`config.mk`:
```
export PLATFORM = sky130hd
export DESIGN_NAME = queue_occupancy_load_balancer_top
export DESIGN_NICKNAME = d
export VERILOG_FILES = /design/src/rtl/qolb_pkg.sv /design/src/rtl/queue_occupancy_load_balancer_top.sv /design/src/rtl/qolb_cfg.sv /design/src/rtl/qolb_window.sv
export SDC_FILE = /design/constraint.sdc
export NUM_CORES = 1
export LEC_CHECK = 0
export BUFFER_PORTS_ARGS = -buffer_cell sky130_fd_sc_hd__buf_4
export CAP_MARGIN = 20
export CORE_ASPECT_RATIO = 0.8
export CORE_MARGIN = 2
export CORE_UTILIZATION = 60
export CTS_CLUSTER_DIAMETER = 200
export DETAILED_ROUTE_END_ITERATION = 16
export HOLD_SLACK_MARGIN = 0.06
export PLACE_DENSITY = 0.77
export SLEW_MARGIN = 20
export SYNTH_ARGS = -nofsm -noshare
export SYNTH_HDL_FRONTEND = slang
export SYNTH_SLANG_ARGS = --single-unit
```
`constraint.sdc`:
```
create_clock -name clk -period 14.65 [get_ports clk]
set_input_delay 0.7325 -clock clk [delete_from_list [all_inputs] [get_ports clk]]
set_output_delay 0.7325 -clock clk [all_outputs]
set_load 0.01 [all_outputs]
```
`src/rtl/qolb_pkg.sv`:
```
package qolb_pkg;

	localparam int OCC_W    = 12;
	localparam int NW_W     = 5;
	localparam int MARGIN_W = 8;
	localparam int IDX_W    = 4;
	localparam int CFG_A_W  = 2;
	localparam int CFG_D_W  = 8;
	localparam int IN_TD_W  = 16;
	localparam int OUT_TD_W = 8;

	localparam logic [NW_W-1:0]     NUM_WORKERS_RST = 5'd9;
	localparam logic [MARGIN_W-1:0] MARGIN_RST      = 8'd10;

	typedef enum logic [CFG_A_W-1:0] {
		REG_NUM_WORKERS = 2'd0,
		REG_MARGIN      = 2'd1
	} reg_idx_t;

	// settings seen by the datapath
	typedef struct packed {
		logic [NW_W-1:0]     workers;
		logic [MARGIN_W-1:0] margin;
		logic                restart;
	} cfg_t;

endpackage

```
`src/rtl/queue_occupancy_load_balancer_top.sv`:
```
// queue occupancy load balancer
// each transfer on the s_axis channel carries the fill level of the worker queue
// probed now; workers are probed round robin. for every input transfer exactly one
// result leaves on m_axis: the index of the probed worker and a dispatch flag that
// is set when occupancy*workers - margin < sum of the last workers occupancies
// (the sum counts as zero until the window has filled since the last restart).
// the cfg channel writes num_workers (index 0) and margin (index 1); it is always
// ready; the user must write it only while no item is in flight, as the block
// itself does not enforce this. a num_workers write restarts the window and the
// worker pointer. an input transfer is captured in the input register, then the
// result register presents the result on m_axis.
// throughput: one item per cycle while the receiver does not stall, set by the
// ring and sum update between the two registers.
// reset: window sum, fill count and pointers clear, num_workers returns to 9 and
// margin to 10; ring contents are not cleared.
// when the receiver stalls the result register holds, the input register fills and
// s_axis_tready then drops until the result is taken.
module queue_occupancy_load_balancer_top import qolb_pkg::*; #(
	parameter int MAX_WORKERS = 16
) (
	input  logic                clk,
	input  logic                arst_n,
	input  logic                s_axis_tvalid,
	output logic                s_axis_tready,
	input  logic [IN_TD_W-1:0]  s_axis_tdata,   // [11:0] occupancy
	output logic                m_axis_tvalid,
	input  logic                m_axis_tready,
	output logic [OUT_TD_W-1:0] m_axis_tdata,   // [3:0] worker_index, [4] dispatch
	input  logic                cfg_valid,
	output logic                cfg_ready,
	input  logic [CFG_A_W-1:0]  cfg_addr,
	input  logic [CFG_D_W-1:0]  cfg_data
);

	localparam int PW = (MAX_WORKERS > 1) ? $clog2(MAX_WORKERS) : 1;
	localparam int SW = OCC_W + PW;
	localparam int PRW = OCC_W + NW_W;
	localparam int CW = ((SW > PRW) ? SW : PRW) + 2;

	cfg_t             cfg;
	logic             valid_s1;
	logic [OCC_W-1:0] occ_s1;
	logic             valid_s2;
	logic [IDX_W-1:0] index_s2;
	logic             dispatch_s2;
	logic             advance;
	logic             step;
	logic [PW-1:0]    worker_idx;
	logic [SW-1:0]    dec_sum;
	logic [PRW-1:0]   scaled;
	logic [CW-1:0]    lhs;
	logic [CW-1:0]    rhs;
	logic             dispatch;

	qolb_cfg #(
		.MAX_WORKERS(MAX_WORKERS)
	) u_cfg (
		.clk      (clk),
		.arst_n   (arst_n),
		.cfg_valid(cfg_valid),
		.cfg_ready(cfg_ready),
		.cfg_addr (cfg_addr),
		.cfg_data (cfg_data),
		.cfg      (cfg)
	);

	assign advance       = !valid_s2 || m_axis_tready;
	assign step          = valid_s1 && advance;
	assign s_axis_tready = !valid_s1 || advance;

	qolb_window #(
		.MAX_WORKERS(MAX_WORKERS),
		.PW         (PW),
		.SW         (SW)
	) u_window (
		.clk       (clk),
		.arst_n    (arst_n),
		.cfg       (cfg),
		.step      (step),
		.occupancy (occ_s1),
		.worker_idx(worker_idx),
		.dec_sum   (dec_sum)
	);

	// occ*w - margin < sum rewritten as occ*w < sum + margin
	assign scaled   = PRW'(occ_s1) * PRW'(cfg.workers);
	assign lhs      = CW'(scaled);
	assign rhs      = CW'(dec_sum) + CW'(cfg.margin);
	assign dispatch = lhs < rhs;

	always_ff @(posedge clk or negedge arst_n) begin
		if (!arst_n) begin
			valid_s1 <= 1'b0;
			valid_s2 <= 1'b0;
		end else begin
			if (s_axis_tvalid && s_axis_tready) begin
				valid_s1 <= 1'b1;
			end else if (advance) begin
				valid_s1 <= 1'b0;
			end
			if (advance) begin
				valid_s2 <= valid_s1;
			end
		end
	end

	always_ff @(posedge clk) begin
		if (s_axis_tvalid && s_axis_tready) begin
			occ_s1 <= s_axis_tdata[OCC_W-1:0];
		end
		if (step) begin
			index_s2    <= IDX_W'(worker_idx);
			dispatch_s2 <= dispatch;
		end
	end

	assign m_axis_tvalid = valid_s2;
	assign m_axis_tdata  = {{(OUT_TD_W - IDX_W - 1){1'b0}}, dispatch_s2, index_s2};

	a_ready_when_empty: assert property (@(posedge clk) disable iff (!arst_n)
		!valid_s2 |-> s_axis_tready)
		else $error("input stalled with empty result register");

	a_item_reaches_output: assert property (@(posedge clk) disable iff (!arst_n)
		step |=> valid_s2)
		else $error("stepped item did not reach result register");

	a_no_step_no_result: assert property (@(posedge clk) disable iff (!arst_n)
		(!valid_s1 && m_axis_tvalid && m_axis_tready) |=> !m_axis_tvalid)
		else $error("result produced without an item");

endmodule

```
`src/rtl/qolb_cfg.sv`:
```
module qolb_cfg import qolb_pkg::*; #(
	parameter int MAX_WORKERS = 16
) (
	input  logic               clk,
	input  logic               arst_n,
	input  logic               cfg_valid,
	output logic               cfg_ready,
	input  logic [CFG_A_W-1:0] cfg_addr,
	input  logic [CFG_D_W-1:0] cfg_data,
	output cfg_t               cfg
);

	localparam logic [6:0] MAX_W = 7'(MAX_WORKERS);

	logic [NW_W-1:0]     num_workers_q;
	logic [MARGIN_W-1:0] margin_q;
	logic [NW_W-1:0]     eff_workers;
	logic                wr_workers;
	logic                wr_margin;

	assign cfg_ready = 1'b1;

	always_comb begin
		wr_workers = 1'b0;
		wr_margin  = 1'b0;
		case (cfg_addr)
			REG_NUM_WORKERS: wr_workers = cfg_valid;
			REG_MARGIN:      wr_margin  = cfg_valid;
			default: begin
				wr_workers = 1'b0;
				wr_margin  = 1'b0;
			end
		endcase
	end

	always_ff @(posedge clk or negedge arst_n) begin
		if (!arst_n) begin
			num_workers_q <= NUM_WORKERS_RST;
			margin_q      <= MARGIN_RST;
		end else begin
			if (wr_workers) begin
				num_workers_q <= cfg_data[NW_W-1:0];
			end
			if (wr_margin) begin
				margin_q <= cfg_data[MARGIN_W-1:0];
			end
		end
	end

	// zero acts as one, clamp to the ring depth
	always_comb begin
		eff_workers = num_workers_q;
		if (num_workers_q == '0) begin
			eff_workers = NW_W'(1);
		end else if ({2'b00, num_workers_q} > MAX_W) begin
			eff_workers = NW_W'(MAX_W);
		end
	end

	assign cfg.workers = eff_workers;
	assign cfg.margin  = margin_q;
	assign cfg.restart = wr_workers;

	a_workers_nonzero: assert property (@(posedge clk) disable iff (!arst_n)
		cfg.workers != '0 && {2'b00, cfg.workers} <= MAX_W)
		else $error("effective worker count out of range");

	a_restart_reloads: assert property (@(posedge clk) disable iff (!arst_n)
		wr_workers |=> num_workers_q == $past(cfg_data[NW_W-1:0]))
		else $error("worker count not taken from write");

	a_margin_kept: assert property (@(posedge clk) disable iff (!arst_n)
		!wr_margin |=> $stable(margin_q))
		else $error("margin changed without a write");

endmodule

```
`src/rtl/qolb_window.sv`:
```
module qolb_window import qolb_pkg::*; #(
	parameter int MAX_WORKERS = 16,
	parameter int PW          = (MAX_WORKERS > 1) ? $clog2(MAX_WORKERS) : 1,
	parameter int SW          = OCC_W + PW
) (
	input  logic             clk,
	input  logic             arst_n,
	input  cfg_t             cfg,
	input  logic             step,
	input  logic [OCC_W-1:0] occupancy,
	output logic [PW-1:0]    worker_idx,
	output logic [SW-1:0]    dec_sum
);

	localparam int XW = 8;

	logic [OCC_W-1:0] ring_q [MAX_WORKERS];
	logic [SW-1:0]    sum_q;
	logic [NW_W-1:0]  fill_q;
	logic [PW-1:0]    ring_ptr_q;
	logic [PW-1:0]    work_ptr_q;

	logic             full;
	logic [SW-1:0]    sum_nxt;
	logic [PW-1:0]    ring_ptr_nxt;
	logic [PW-1:0]    work_ptr_nxt;
	logic [XW-1:0]    w_x;

	assign w_x  = XW'(cfg.workers);
	assign full = fill_q >= cfg.workers;

	always_comb begin
		if (full) begin
			sum_nxt = sum_q + SW'(occupancy) - SW'(ring_q[ring_ptr_q]);
		end else begin
			sum_nxt = sum_q + SW'(occupancy);
		end
		ring_ptr_nxt = (XW'(ring_ptr_q) + XW'(1) >= w_x) ? '0 : ring_ptr_q + PW'(1);
		work_ptr_nxt = (XW'(work_ptr_q) + XW'(1) >= w_x) ? '0 : work_ptr_q + PW'(1);
	end

	assign worker_idx = work_ptr_q;
	assign dec_sum    = full ? sum_nxt : '0;

	always_ff @(posedge clk or negedge arst_n) begin
		if (!arst_n) begin
			sum_q      <= '0;
			fill_q     <= '0;
			ring_ptr_q <= '0;
			work_ptr_q <= '0;
		end else if (cfg.restart) begin
			sum_q      <= '0;
			fill_q     <= '0;
			ring_ptr_q <= '0;
			work_ptr_q <= '0;
		end else if (step) begin
			sum_q      <= sum_nxt;
			ring_ptr_q <= ring_ptr_nxt;
			work_ptr_q <= work_ptr_nxt;
			if (!full) begin
				fill_q <= fill_q + NW_W'(1);
			end
		end
	end

	always_ff @(posedge clk) begin
		if (step && !cfg.restart) begin
			ring_q[ring_ptr_q] <= occupancy;
		end
	end

	a_fill_bounded: assert property (@(posedge clk) disable iff (!arst_n)
		fill_q <= cfg.workers)
		else $error("fill count beyond window length");

	a_ptrs_in_window: assert property (@(posedge clk) disable iff (!arst_n)
		XW'(ring_ptr_q) < w_x && XW'(work_ptr_q) < w_x)
		else $error("pointer outside window");

	a_fill_tracks_ptr: assert property (@(posedge clk) disable iff (!arst_n)
		!full |-> XW'(ring_ptr_q) == XW'(fill_q))
		else $error("ring pointer and fill count disagree while filling");

endmodule

```
# Word level (Yosys, flattened, before mapping)
# Memory sizes are Yosys's and may differ from the RTL's.
# Cells that the tools add are included.
# Widths: inputs -> output; s select.
[word_totals]
reg_bits = 61
ram_bits = 192
inputBits = 31
out_inout_bits = 11
elab_cells = 62
n_memories = 1
[classes]
n_addsub = 8
mul = 1
order_cmp = 5
n_eq_ne = 2
n_mux = 21
n_reduce_logical = 13
[mem_list]
columns = ["memory", "words", "word_bits", "read_ports", "rd_ports_with_merged_regs", "wr", "line_no", "text"]
rows = [
  ["u_window.ring_q", 16, 12, 1, 0, 1, "qolb_window.sv:17", "logic [OCC_W-1:0] ring_q [MAX_WORKERS];"],
]
[op_table]
columns = ["op", "n"]
rows = [
  ["$mux 16", 4],
  ["$mux 5", 5],
  ["$mux 4", 6],
  ["$add 16x8->17", 1],
  ["$lt 17x17->1", 1],
  ["$mul 12x5->17", 1],
  ["$add 16x12->16", 1],
  ["$ge 8x5->1", 2],
  ["$sub 16x12->16", 1],
  ["$add 4x1->5 const B", 2],
  ["$add 4x1->4 const B", 2],
  ["$mux 1", 6],
  ["$add 5x1->5 const B", 1],
  ["$ge 5x5->1", 1],
  ["$gt 5x5->1 const B", 1],
  ["$logic_not 5->1", 1],
  ["$reduce_bool 2->1", 2],
  ["$logic_and 1x1->1", 3],
  ["$logic_not 1->1", 3],
  ["$eq 2x1->1 const B", 1],
  ["$logic_not 2->1", 1],
  ["$logic_or 1x1->1", 2],
  ["$ne 2x2->1 const B", 1],
  ["$reduce_and 2->1", 1],
]

# Longest topological paths before layout
[logic_depth]
ltp_word = 8
ltp_mapped = 28
depth_no_buf = 26

# Hierarchy
# From an unflattened synthesis, not the netlist that was laid out.
[unflattened]
hier_cells = 1077
area_unflattened_um2 = 14295.0
[modules_own_cells]
columns = ["module", "n_inst", "cells_per_inst", "area_per_inst_um2", "seq_area_each_um2"]
rows = [
  ["qolb_window", 1, 651, 10251.1, 6491.2],
  ["queue_occupancy_load_balancer_top", 1, 388, 3480.8, 560.5],
  ["qolb_cfg", 1, 38, 563.0, 330.3],
]

# Worst setup path after synthesis
# OpenSTA, ideal clock, no wires.
[synth_timing]
path_type = "flip-flop to flip-flop"
from = "register u_window.ring_ptr_q[0]"
to = "register dispatch_s2 (data pin)"
setup_ns = 0.180
arrival_ns = 5.818
t_required_ns = 14.470
setup_slack_ns = 8.652
path_stages_with_launch = 25
path_buffers = 3
synth_period_minus_slack_ns = 5.998
cell_sequence = "dfrtp_1 -> buf_6 -> buf_2 -> buf_1 -> mux4_2 -> mux4_2 -> ha_1 -> fa_1 -> nor2_1 -> ha_1 -> a21o_1 -> a21o_1 -> a211oi_1 -> o21bai_1 -> a21oi_1 -> o21bai_1 -> nand4b_1 -> xnor2_1 -> nand2b_1 -> ha_1 -> a21o_1 -> a211oi_1 -> a21boi_0 -> a31oi_1 -> a221oi_1"
[synth_between]
elab_chain_cells = 6
[synth_rtl]
columns = ["element", "line_no", "text"]
rows = [
  ["start, declared", "qolb_window.sv:20", "logic [PW-1:0] ring_ptr_q;"],
  ["start signal, assigned", "qolb_window.sv:58", "ring_ptr_q <= ring_ptr_nxt;"],
  ["$mem_v2 16x12", "n/a", ""],
  ["$sub 16x12->16", "qolb_window.sv:34", "sum_nxt = sum_q + SW'(occupancy) - SW'(ring_q[ring_ptr_q]);"],
  ["$mux 16", "qolb_window.sv:33", "if (full) begin"],
  ["$mux 16", "qolb_window.sv:43", "assign dec_sum = full ? sum_nxt : '0;"],
  ["$add 16x8->17", "queue_occupancy_load_balancer_top.sv:88", "assign rhs = CW'(dec_sum) + CW'(cfg.margin);"],
  ["$lt 17x17->1", "queue_occupancy_load_balancer_top.sv:89", "assign dispatch = lhs < rhs;"],
  ["named net dispatch", "queue_occupancy_load_balancer_top.sv:53", "logic dispatch;"],
  ["end signal, assigned", "queue_occupancy_load_balancer_top.sv:113", "dispatch_s2 <= dispatch;"],
  ["end, declared", "queue_occupancy_load_balancer_top.sv:45", "logic dispatch_s2;"],
]
# The timed path passes the listed nets, and every way through them passes these cells.
# A chain may end at the register's enable or synchronous reset.

# Worst setup path after layout
# Ends and elaborated chain as after synthesis.

==> metrics.md <==
| Metric | Value |
|---|---|
| Top Metal Used | met4 |
| Leakage | 6.20 nW |
| Top cell family by delay on the critical path | compound AO/OA/AOI/OAI gates |
| Comb pwr share | 54.8% |
| Power density over cell area | 224 nW/um^2 |
| CTS tree | done |
| Max-cap violation count | 0 |
| Crit start category | flop |
| Root Driver | clkbuf_16 |
| DR vias/cell | 6.09 |
| Crit path launch | u_window.ring_ptr_q[0]$_DFFE_PN0P_ |
| Die W | 176 um |
| Critical Path Stages | 24 |
| Starting DRT DRC Count | 856 |
| Syn Inst Count | approximately 1100 |
| Post-DP HPWL | between 20000 and 25000 um |
| Sw Share | ~41% |
| CP most frequent cell | ha_1 |
| Number of synthesized register bits | about 250 |
| Syn. warnings | 0 |
| Metal2 WL | 14900 um |
| Worst Setup EP | dispatch_s2$_DFFE_PP_ |
| Period utilisation layout | between 40% and 50% |
| Mapped cell area | 14300 sq um |
| RSZ-0062 raised after global routing | no |
| Post-synth EDFFs | 209 |
| Wire length on met1 | around 14000 um |
| Worst-Margin Slew | 0.990 ns |
| CP required | 15.01 ns |
| Number of port buffers | 33 |
| Asr flop ratio synth | between 15 and 20% |
| Share of layout cells above drive strength 1 | 17.0% |
| Post-synth top area share | 44.0% |
| CP max stage delay | 0.77 ns |
| Fmax | between 100 and 150 MHz |
| Initial core utilization | 61.0% |
| Worst VDD drop | 0.132 mV |
| Clock Power Share | approximately a fifth |
| Largest cells by area after synthesis | edfxtp_1, mux4_2, ha_1 |
| Worst r2r src | u_window.ring_ptr_q[0]$_DFFE_PN0P_ |
| Max Slew Vio Count | 0 |
| Layout area overhead | 11.0% |
| Final setup fails | 0 |
| Clock insertion delay at the later pin of the skew report | approximately 0.54 ns |
| DR vias | 8975 |
| Post-route ant nets | 0 |
| Resized cells post-CTS | 0 |
| DRC viols | 0 |
| Crit path max fanout | 28 |
| Reg power frac | 26.6% |
| Nets@finish | approximately 1300 |
| Initial antenna violation count | 0 |
| Netlist cell types | 78 |
| Routability cong. | 0.890 |
| Register area share after synthesis | 51.7% |
| Drt pass-1 iters | 5 |
| CP arrival | 7.34 ns |
| Postcts setup bufs | 0 |
| Die boundary height | 142 um |
| H-tree depth | 1 |
| # diodes | 0 |
| Pin count of the biggest net entering global routing | 49 |
| CP Buf/Inv Count | 3 |
| Slowest-stage cell, CP | dfrtp_4 |
| CTS clk-pin slew, worst paths | about 0.080 ns |
| Tot GR Track Use | between 20 and 30% |
| Synth area leader | edfxtp_1 |
| Finished Layout Cells | ~1500 |
| Cts bufs inserted | 26 |
| Per-cell routed wire length | 21.9 um |
| Clock buffer depth | 3 |
| Global-route wire length before repair | ~51000 um |
| Final Cell Area | between 15000 and 20000 sq um |
| Ys flop type | edfxtp_1 |
| Min-Delay Path Class | input port to asynchronous set/reset pin |
| Io pins | 42 |
| Worst-case reg-to-reg path depth | 24 |
| Row count | 50 |
| Reg-to-reg slack, setup | between 7 and 8 ns |
| Vias in the first global route | 9020 |
| Syn Area/Cell | roughly 13 sq um |
| Slew margin rel. | between 30% and 40% |
| Setup_tns | 0 ns |
| Post-DP Area | around 15000 sq um |
| Hold Vio Cnt, Final | 0 |
| WS Path Type | flop to flop |
| Commonest cells post-synth | edfxtp_1, ha_1, inv_1 |
| Most numerous cell in the Yosys netlist | edfxtp_1 |
| Critical path endpoint category | flop |
| Power Internal | 2.09 mW |
| WL final | 32200 um |
| Placed cell count | 1428 |
| Setup Skew | 0.0211 ns |
| GRT overflow | 0 |
| CP Cell Sequence | buf_4 -> mux4_2 -> mux4_2 -> inv_1 -> ha_1 -> nor2b_1 -> o21ai_0 -> a21boi_0 -> nor3_1 -> ha_1 -> inv_1 -> o21bai_1 -> a21oi_1 -> o21bai_1 -> a21oi_1 -> nand2b_1 -> nor2_1 -> xnor2_1 -> ha_1 -> a21o_1 -> a211oi_1 -> a21boi_0 -> a31oi_1 -> a221oi_1 |
| Outcome | complete, no violations |
| Metal3 WL | ~2300 um |
| Die area | 25000 sq um |
| NetSw | about 1.5 mW |
| Quantity of hold-fixing buffers added after cts | 0 |
| Clk sinks | between 200 and 300 |
| Min Tclk post-route | 6.98 ns |
| FF-to-FF End | dispatch_s2$_DFFE_PP_ |
| Core area | 23400 sq um |
metrics by stage:
stage | util [%] | power [mW] | hold WS, ns | worst slack, ns
floorplan | - | 2.44 | 0.437 | 8.65
global placement | 64.0 | 2.81 | 0.470 | 7.86
detailed placement | 64.0 | 2.86 | 0.495 | 7.71
CTS | 67.7 | 3.54 | 0.238 | 7.70
global route | 67.7 | 3.82 | 0.272 | 7.11
finish | 67.7 | 3.55 | 0.222 | 7.67
layout make-up:
type / instances / area [sq um]
clock buffer: 31 / 669
clock inverter: 15 / 180
fill: 1660 / 7560
inverter: 88 / 330
multi-input combinational: 715 / 6430
sequential: 253 / 7390
tap: 312 / 390
timing repair buffer: 60 / 450
layout by cell type (no fill, tap or decap), types with 38 or more instances in the layout:
| master | count |
|---|---|
| mux4_2 | 56 |
| dfrtp_1 | 38 |
| nor2_1 | 75 |
| edfxtp_1 | 209 |
| and2_1 | 40 |
| ha_1 | 94 |
| buf_4 | 60 |
| inv_1 | 87 |
| nand2_1 | 75 |
routing by layer:
metal	up-vias	GRT usage [%]
li1	4102	-
met1	4505	39.6
met2	326	43.2
met3	42	5.26
met4	0	5.22
met5	-	0
cell families (layout without fill, tap and decap cells):
| logic type | after synthesis | in the layout | synth area share [%] |
|---|---|---|---|
| fa+ha+maj | 127 | 127 | 12.9 |
| flops | 253 | 253 | 51.7 |
| compound gates | 156 | 156 | 7.65 |
| xor+xnor | 48 | 48 | 3.00 |
| simple gates | 305 | 305 | 10.7 |
| mux | 75 | 75 | 10.5 |
| buf+inv | 125 | 194 | 3.48 |
| other cells | 2 | 4 | 0.0526 |
worst min-delay path by stage:
stage                                                 to  slack [ns]
after global placement         m_axis_tvalid$_DFFE_PN0P_        0.47
after detailed placement       m_axis_tvalid$_DFFE_PN0P_        0.50
after CTS                 u_window.fill_q[1]$_DFFE_PN0P_        0.24
after global routing      u_window.fill_q[1]$_DFFE_PN0P_        0.27
after floorplan                m_axis_tvalid$_DFFE_PN0P_        0.44
final                     u_window.fill_q[1]$_DFFE_PN0P_        0.22
state kept, by name, summed over array words and instances, names as in the netlist:
name and count:
u_window.fill_q 5, u_window.ring_ptr_q 4, valid_s1 1, dispatch_s2 1, u_window.worker_idx 4, u_window.sum_q 16, m_axis_tvalid 1, occ_s1 12
u_cfg.margin_q 8, u_window.ring_q 192, u_cfg.num_workers_q 5, index_s2 4
power by group through the flow:
stage / Combinational (mW) / Sequential, mW / Clock (mW)
after floorplan: 1.52 / 0.915 / 0
after global placement: 1.86 / 0.953 / 0
after detailed placement: 1.91 / 0.959 / 0
after CTS: 1.93 / 0.946 / 0.667
after global routing: 2.17 / 0.957 / 0.696
final: 1.95 / 0.945 / 0.662
(Power assumes the default switching activity.)
